[src/rtl/ffta_pkg.sv]
// ----------------------------------------------------------------------------
// ffta_pkg
// Types, sizes and command/status bundles of the first-fit track assigner.
// ----------------------------------------------------------------------------
package ffta_pkg;

  localparam int MAX_TRACKS = 16;
  localparam int TIME_BITS  = 32;

  localparam int IDX_W = (MAX_TRACKS > 1) ? $clog2(MAX_TRACKS) : 1;
  localparam int CNT_W = $clog2(MAX_TRACKS + 1);

  localparam logic       FUNC_PLACE = 1'b0;
  localparam logic       FUNC_CLEAR = 1'b1;
  localparam logic [7:0] PAUSE_PITCH = 8'hFF;  // -1

  typedef struct packed {
    logic               func;
    logic signed [31:0] start_time;
    logic signed [31:0] duration;
    logic [6:0]         pitch;
    logic [6:0]         velocity;
    logic               is_named;
  } in_item_t;

  typedef struct packed {
    logic [3:0]        track_index;
    logic              is_pause;
    logic [31:0]       word_length;
    logic signed [7:0] word_pitch;
    logic [6:0]        word_velocity;
    logic              opened_track;
    logic              overflow;
    logic [4:0]        open_tracks;
    logic              last_word;
  } out_item_t;

  typedef enum logic [1:0] {
    ST_IDLE,
    ST_PLACE,
    ST_NOTE
  } ffta_state_e;

  typedef struct packed {
    logic accept;  // request taken this cycle
    logic place;   // update tracks, load first word
    logic note;    // load trailing note word
  } ffta_cmd_t;

  typedef struct packed {
    logic in_place;   // incoming request is a valid note
    logic two_words;  // placement needs a pause word first
    logic out_free;   // output register can take a word
  } ffta_status_t;

endpackage

[src/rtl/ffta_ctrl.sv]
// ----------------------------------------------------------------------------
// ffta_ctrl
// Sequencer: accept, place, optional trailing note word.
// ----------------------------------------------------------------------------
module ffta_ctrl (
  input  logic                  clk_i,
  input  logic                  rst_ni,
  input  logic                  in_valid_i,
  output logic                  in_ready_o,
  input  ffta_pkg::ffta_status_t status_i,
  output ffta_pkg::ffta_cmd_t    cmd_o
);
  import ffta_pkg::*;

  ffta_state_e state_q, state_d;

  always_ff @(posedge clk_i or negedge rst_ni) begin
    if (!rst_ni) begin
      state_q <= ST_IDLE;
    end else begin
      state_q <= state_d;
    end
  end

  always_comb begin
    state_d = state_q;
    unique case (state_q)
      ST_IDLE: begin
        if (in_valid_i && status_i.in_place) state_d = ST_PLACE;
      end
      ST_PLACE: begin
        if (status_i.out_free) state_d = status_i.two_words ? ST_NOTE : ST_IDLE;
      end
      ST_NOTE: begin
        if (status_i.out_free) state_d = ST_IDLE;
      end
      default: state_d = ST_IDLE;
    endcase
  end

  always_comb begin
    in_ready_o   = 1'b0;
    cmd_o        = '0;
    unique case (state_q)
      ST_IDLE: begin
        in_ready_o   = 1'b1;
        cmd_o.accept = in_valid_i;
      end
      ST_PLACE: cmd_o.place = status_i.out_free;
      ST_NOTE:  cmd_o.note  = status_i.out_free;
      default: ;
    endcase
  end

endmodule

[src/rtl/ffta_datapath.sv]
// ----------------------------------------------------------------------------
// ffta_datapath
// Track end table, parallel fit compare, placement and output register.
// ----------------------------------------------------------------------------
module ffta_datapath (
  input  logic                   clk_i,
  input  logic                   rst_ni,
  input  ffta_pkg::in_item_t     in_item_i,
  input  ffta_pkg::ffta_cmd_t    cmd_i,
  output ffta_pkg::ffta_status_t status_o,
  output logic                   out_valid_o,
  input  logic                   out_ready_i,
  output ffta_pkg::out_item_t    out_item_o
);
  import ffta_pkg::*;

  function automatic logic [IDX_W-1:0] first_hit(input logic [MAX_TRACKS-1:0] vec);
    logic [IDX_W-1:0] idx;
    idx = '0;
    for (int i = MAX_TRACKS - 1; i >= 0; i--) begin
      if (vec[i]) idx = IDX_W'(i);
    end
    return idx;
  endfunction

  logic [TIME_BITS-1:0]  end_q [MAX_TRACKS];
  logic [CNT_W-1:0]      count_q;
  logic [MAX_TRACKS-1:0] hit_q, hit_d;
  logic [TIME_BITS-1:0]  begin_q, begin_d;
  logic [TIME_BITS-1:0]  dur_q, dur_d;
  logic [TIME_BITS-1:0]  stop_q, stop_d;
  logic [6:0]            pitch_q, vel_q;
  logic [IDX_W-1:0]      found_q;
  logic                  opened_q;
  logic                  out_valid_q;
  out_item_t             out_q, out_d;

  // placement, valid in the place cycle
  logic                  any_hit, full, opened, ovf;
  logic [IDX_W-1:0]      found;
  logic [TIME_BITS-1:0]  base, gap;
  logic [CNT_W-1:0]      count_new;
  logic                  load;

  assign begin_d = TIME_BITS'($unsigned(in_item_i.start_time));
  assign dur_d   = TIME_BITS'($unsigned(in_item_i.duration));
  assign stop_d  = begin_d + dur_d;

  always_comb begin
    for (int i = 0; i < MAX_TRACKS; i++) begin
      hit_d[i] = (CNT_W'(i) < count_q) && (end_q[i] <= begin_d);
    end
  end

  assign status_o.in_place = (in_item_i.func == FUNC_PLACE) && in_item_i.is_named &&
                             !in_item_i.start_time[31] && !in_item_i.duration[31] &&
                             (in_item_i.duration != '0);

  assign any_hit   = |hit_q;
  assign full      = (count_q >= CNT_W'(MAX_TRACKS));
  assign opened    = !any_hit && !full;
  assign ovf       = !any_hit && full;
  assign found     = any_hit ? first_hit(hit_q) : IDX_W'(count_q);
  assign base      = opened ? '0 : end_q[found];
  assign gap       = begin_q - base;
  assign count_new = opened ? count_q + CNT_W'(1) : count_q;

  assign status_o.two_words = !ovf && (gap != '0);
  assign status_o.out_free  = !out_valid_q || out_ready_i;

  assign load = cmd_i.place || cmd_i.note;

  always_comb begin
    out_d = '0;
    if (cmd_i.note) begin
      out_d.track_index   = 4'(found_q);
      out_d.word_length   = 32'(dur_q);
      out_d.word_pitch    = {1'b0, pitch_q};
      out_d.word_velocity = vel_q;
      out_d.opened_track  = opened_q;
      out_d.open_tracks   = 5'(count_q);
      out_d.last_word     = 1'b1;
    end else if (ovf) begin
      out_d.overflow    = 1'b1;
      out_d.open_tracks = 5'(count_q);
      out_d.last_word   = 1'b1;
    end else begin
      out_d.track_index  = 4'(found);
      out_d.opened_track = opened;
      out_d.open_tracks  = 5'(count_new);
      if (gap != '0) begin
        out_d.is_pause    = 1'b1;
        out_d.word_length = 32'(gap);
        out_d.word_pitch  = PAUSE_PITCH;
      end else begin
        out_d.word_length   = 32'(dur_q);
        out_d.word_pitch    = {1'b0, pitch_q};
        out_d.word_velocity = vel_q;
        out_d.last_word     = 1'b1;
      end
    end
  end

  always_ff @(posedge clk_i or negedge rst_ni) begin
    if (!rst_ni) begin
      count_q     <= '0;
      out_valid_q <= 1'b0;
    end else begin
      if (cmd_i.accept && (in_item_i.func == FUNC_CLEAR)) begin
        count_q <= '0;
      end else if (cmd_i.place) begin
        count_q <= count_new;
      end
      if (load) begin
        out_valid_q <= 1'b1;
      end else if (out_ready_i) begin
        out_valid_q <= 1'b0;
      end
    end
  end

  always_ff @(posedge clk_i) begin
    if (cmd_i.accept) begin
      hit_q   <= hit_d;
      begin_q <= begin_d;
      dur_q   <= dur_d;
      stop_q  <= stop_d;
      pitch_q <= in_item_i.pitch;
      vel_q   <= in_item_i.velocity;
    end
    if (cmd_i.place) begin
      found_q  <= found;
      opened_q <= opened;
      if (!ovf) end_q[found] <= stop_q;
    end
    if (load) out_q <= out_d;
  end

  assign out_valid_o = out_valid_q;
  assign out_item_o  = out_q;

endmodule

[src/rtl/first_fit_track_assigner_top.sv]
// ----------------------------------------------------------------------------
// first_fit_track_assigner_top
// First-fit placement of time-sorted notes onto tracks.
// ----------------------------------------------------------------------------
// Usage:
//   Input channel (in_valid_i/in_ready_o/in_item_i) takes one request: place a
//   note (func = 0) or clear all tracks (func = 1). Output channel
//   (out_valid_o/out_ready_i/out_item_o) returns the words of a placed note:
//   an optional pause word, then the note word flagged last_word.
//   Clear requests and rejected notes (unnamed, negative start, duration <= 0)
//   are taken in the idle state and return nothing.
//   A placed note passes through accept (all track ends compared in parallel),
//   then place, then a note step when a pause word precedes the note word; the
//   track end table has one write port, updated in the place cycle.
//   The place step loads the first word once the output register is free.
//   When every track is busy and none fits, a single overflow word returns.
//   A registered output holds each word while out_ready_i is low; placement
//   waits until that register is free, and in_ready_o stays low meanwhile.
//   Reset empties all tracks and drops any pending word; track end values
//   are not reset and are only read for open tracks.
// ----------------------------------------------------------------------------
module first_fit_track_assigner_top (
  input  logic                clk_i,
  input  logic                rst_ni,
  input  logic                in_valid_i,
  output logic                in_ready_o,
  input  ffta_pkg::in_item_t  in_item_i,
  output logic                out_valid_o,
  input  logic                out_ready_i,
  output ffta_pkg::out_item_t out_item_o
);
  import ffta_pkg::*;

  ffta_cmd_t    cmd;
  ffta_status_t status;

  ffta_ctrl u_ctrl (
    .clk_i      (clk_i),
    .rst_ni     (rst_ni),
    .in_valid_i (in_valid_i),
    .in_ready_o (in_ready_o),
    .status_i   (status),
    .cmd_o      (cmd)
  );

  ffta_datapath u_datapath (
    .clk_i       (clk_i),
    .rst_ni      (rst_ni),
    .in_item_i   (in_item_i),
    .cmd_i       (cmd),
    .status_o    (status),
    .out_valid_o (out_valid_o),
    .out_ready_i (out_ready_i),
    .out_item_o  (out_item_o)
  );

endmodule

[config.mk]
export PLATFORM = sky130hd
export DESIGN_NAME = first_fit_track_assigner_top
export DESIGN_NICKNAME = d
export VERILOG_FILES = /design/src/rtl/ffta_pkg.sv /design/src/rtl/ffta_ctrl.sv /design/src/rtl/ffta_datapath.sv /design/src/rtl/first_fit_track_assigner_top.sv
export SDC_FILE = /design/constraint.sdc
export NUM_CORES = 2
export LEC_CHECK = 0
export ABC_AREA = 1
export BUFFER_PORTS_ARGS = -buffer_cell sky130_fd_sc_hd__buf_2
export CORE_ASPECT_RATIO = 0.8
export CORE_MARGIN = 2
export CORE_UTILIZATION = 55
export DETAILED_ROUTE_END_ITERATION = 8
export PLACE_DENSITY_LB_ADDON = 0.08
export SLEW_MARGIN = 20
export SYNTH_ARGS = -nofsm -noshare
export SYNTH_HDL_FRONTEND = slang
export SYNTH_HIERARCHICAL = 1
export SYNTH_SLANG_ARGS = --single-unit
[constraint.sdc]
create_clock -name clk_i -period 11.18 [get_ports clk_i]
set_input_delay 0.559 -clock clk_i [delete_from_list [all_inputs] [get_ports clk_i]]
set_output_delay 0.559 -clock clk_i [all_outputs]
set_load 0.01 [all_outputs]
==> out/summary.txt <==
Worst Setup SP - u_datapath/hit_q[9]
Max rail drop VDD - 0.1581 mV
Required time of the critical path - 11690 ps
CTS Buf Count - 76
Clock sinks - 710
Post-synthesis cell type count - 69
Crit-path max FO - 68
Area of the multi-input gates - 17870 um^2
Final setup vio count - 0
P per Cell Area - 149.0 nW/um^2
Async S/R FF share, synth - 1.127%
Synthesized cell area - 40380 um^2
Vias - 31840
Post-layout util - 62.36%
Mean post-synth cell area - 11.06 um^2
Synth area leader - edfxtp_1
GRT Util Overall - 37.09%
Area growth from synthesis to layout - 11.72%
Die Wd - 306.9 um
Pins Over Slew Limit - 0
Setup bufs post-CTS - 0
Hold WC Path Type - in -> reg
Vias in the first global route - 30010
Area contributors post-synth - edfxtp_1 (52%), ha_1 (18%), nand2_1 (4.8%)
Global-route wire length before repair - 202600 um
Setup Skew - 27.28 ps
Status - finished, final reports clean
Stages on the worst setup path - 28
Worst path buffer plus inverter count - 3
Final net count - 4512
CP arrival - 9600 ps
Hold Path Stages - 1
CP top delay family - simple AND/OR/NAND/NOR gates
Max_cap viols - 0
Die H - 246.4 um
# fillers - 5763
Syn nets - 4311
RSZ-0062 raised after global routing - false
Clock slew at reported path FFs - 60 ps
Sequential Area - 21280 um^2
CTS H-tree depth - 3
Rows - 88
Crit path top cell by count - nand2_1
Core area - 72340 um^2
Leak - 18.04 nW
Post-Syn Instances - 3650
Initial DRC Count - 4563
Final-report hold violation count - 0
Fin crit share - 81.35%
Layout cells sized above 1 - 10.32%
Initial Util - 55.82%
Crit. End Element - flop
Peak Freq - 110.0 MHz
Slowest CP cell - buf_4
CTS Root Buffer Type - clkbuf_16
Synth Flop Type - edfxtp_1
Avg Vias per Cell - 6.550
ANT nets after route - 0
Largest net degree at the start of global routing - 128
TritonCTS clock tree - yes
Residual DRC - 0
Finished Layout Cells - 4861
# IOs - 146
GRT Residual Overflow - 0
Setup WS pre-CTS - 2627 ps
Slowest stage delay, CP - 880 ps
Capture point of the critical path - u_datapath/out_item_o[51]
Clk buf depth - 3
Reg-to-Reg End - u_datapath/out_item_o[51]
R2R setup slack - 2090 ps
Initial antenna violation count - 3
DRT Pass-1 Iters - 6
DPL Wire Length - 104300 um
WL per Instance - 29.05 um
Cts hold-fix bufs - 1
Port Buffers - 145
DIE AREA - 75610 um^2
YS warnings - 6
Final worst slack - 2085 ps
R2r worst-path depth - 28
Crit path kind - reg -> reg
Gpl congestion - 1.000
Slew headroom - 20.92%
Top-area cell type share of the netlist area - 52.21%
Worst slew pin tran - 1176 ps
Setup TNS - 0 ps
Reg2reg start - u_datapath/hit_q[9]
Tmin final - 9095 ps
Post-Route WL - 141200 um
Sequential fraction of the synthesis area - 52.70%
Flops & latches, synth - 710
Hold WS - 83.17 ps
Worst-Skew Late Latency - 650 ps
Placed cell count - 4717
Critical path startpoint category - flop
Gates resized, CTS repair - 0
Post-synth EDFFs - 702
==> layout make-up <==
class	count	area share [%]
timing repair buffer	207	2.674
multi-input combinational	2584	39.61
tap	945	2.621
clock inverter	51	1.159
sequential	710	47.17
clock buffer	90	4.474
antenna	2	0.01109
inverter	272	2.274
==> worst reg2reg max path, delay by kind of cell, from the launching register on <==
kind                     cells  cell delay [ps]
AND/OR/NAND/NOR             19             5190
buffers and inverters        3             1590
AO/OA/AOI/OAI                4             1050
adder cells (fa/ha/maj)      1              520
flip-flops                   1              400
XOR/XNOR                     1              200
==> power breakdown <==
part | switching, mW | internal (mW) | total (mW) | leakage (nW)
clock | 1.11 | 1.51 | 2.61 | 1.22
sequential | 0.111 | 3.06 | 3.17 | 6.53
combinational | 0.641 | 0.302 | 0.943 | 10.3
total | 1.86 | 4.86 | 6.72 | 18.0
==> Yosys cell counts, types with 11 or more instances <==
cell,count
a21oi_1,311
xor2_1,36
o221ai_1,22
inv_1,264
nor2_1,209
nand2_2,17
o22ai_1,231
o21a_1,11
ha_1,575
nand3b_1,17
o21ai_0,190
clkbuf_1,50
edfxtp_1,702
nand4_1,118
nand3_1,94
buf_2,17
a31oi_1,15
nand2_1,516
a21boi_0,12
xnor2_1,14
nor4_1,31
a211oi_1,21
nor3_1,30
buf_1,12
==> worst min path at each step <==
| stage | from | to | slack, ps |
|---|---|---|---|
| 2_1_floorplan | rst_ni | u_ctrl/state_q[0] | 260 |
| 3_3_place_gp | rst_ni | u_datapath/out_valid_o | 430 |
| 3_5_place_dp | rst_ni | u_datapath/out_valid_o | 430 |
| 4_1_cts | in_item_i[2] | u_datapath/vel_q[1] | 50 |
| 5_1_grt | in_item_i[2] | u_datapath/vel_q[1] | 50 |
| 6_report | in_item_i[12] | u_datapath/pitch_q[4] | 80 |
==> logic make-up (layout without fill, tap and decap cells) <==
family | Yosys count | after routing | share of synthesized area [%]
buf+inv | 356 | 620 | 3.467
mux | 1 | 1 | 0.02789
fa+ha+maj | 577 | 577 | 17.92
compound gates | 902 | 902 | 13.19
other cells | 0 | 2 | 0
xor+xnor | 51 | 51 | 1.125
simple gates | 1053 | 1053 | 11.57
flops | 710 | 710 | 52.70
==> sequential cells by signal, indices dropped and copies added (netlist names) <==
name / cells
u_datapath/dur_q: 32
u_datapath/count_q: 5
u_datapath/opened_q: 1
u_datapath/begin_q: 32
u_datapath/out_item_o: 59
u_datapath/hit_q: 16
u_datapath/vel_q: 7
u_ctrl/state_q: 2
u_datapath/out_valid_o: 1
u_datapath/pitch_q: 7
u_datapath/stop_q: 32
u_datapath/found_q: 4
u_datapath/end_q: 512
==> layer usage <==
layer	vias to the layer above	share of wire (%)	track usage, %
met5	-	0	0
li1	14220	-	-
met1	15380	41	53.65
met3	303	11	6.804
met2	1937	42	54.21
met4	0	5.3	17.27
==> layout by cell type, fill, tap and decap left out, drive strengths merged, types with 3 or more instances in the layout <==
cell type,Yosys,routed
a2111oi,3,3
a211oi,22,22
a21bo,3,3
a21boi,13,13
a21o,5,5
a21oi,316,316
a221o,3,3
a221oi,7,7
a22oi,4,4
a31o,6,6
a31oi,16,16
buf,34,206
bufinv,0,9
clkbuf,50,90
clkinv,1,33
clkinvlp,0,7
dfrtp,8,8
edfxtp,702,702
ha,575,575
inv,271,274
nand2,533,533
nand3,96,96
nand3b,17,17
nand4,118,118
nor2,214,214
nor3,32,32
nor4,31,31
o2111ai,10,10
o211ai,10,10
o21a,11,11
o21ai,200,200
o21bai,3,3
o221a,3,3
o221ai,22,22
o22a,8,8
o22ai,231,231
or2,6,6
xnor2,14,14
xor2,37,37
==> through the flow <==
| step | instance area, um^2 | power [mW] |
|---|---|---|
| 2_1_floorplan | 40380 | 3.759 |
| 3_3_place_gp | 42540 | 4.112 |
| 3_5_place_dp | 42550 | 4.132 |
| 4_1_cts | 45100 | 6.724 |
| 5_1_grt | 45110 | 6.936 |
| 6_report | 45110 | 6.721 |
Power figures use the tool's default switching activity.
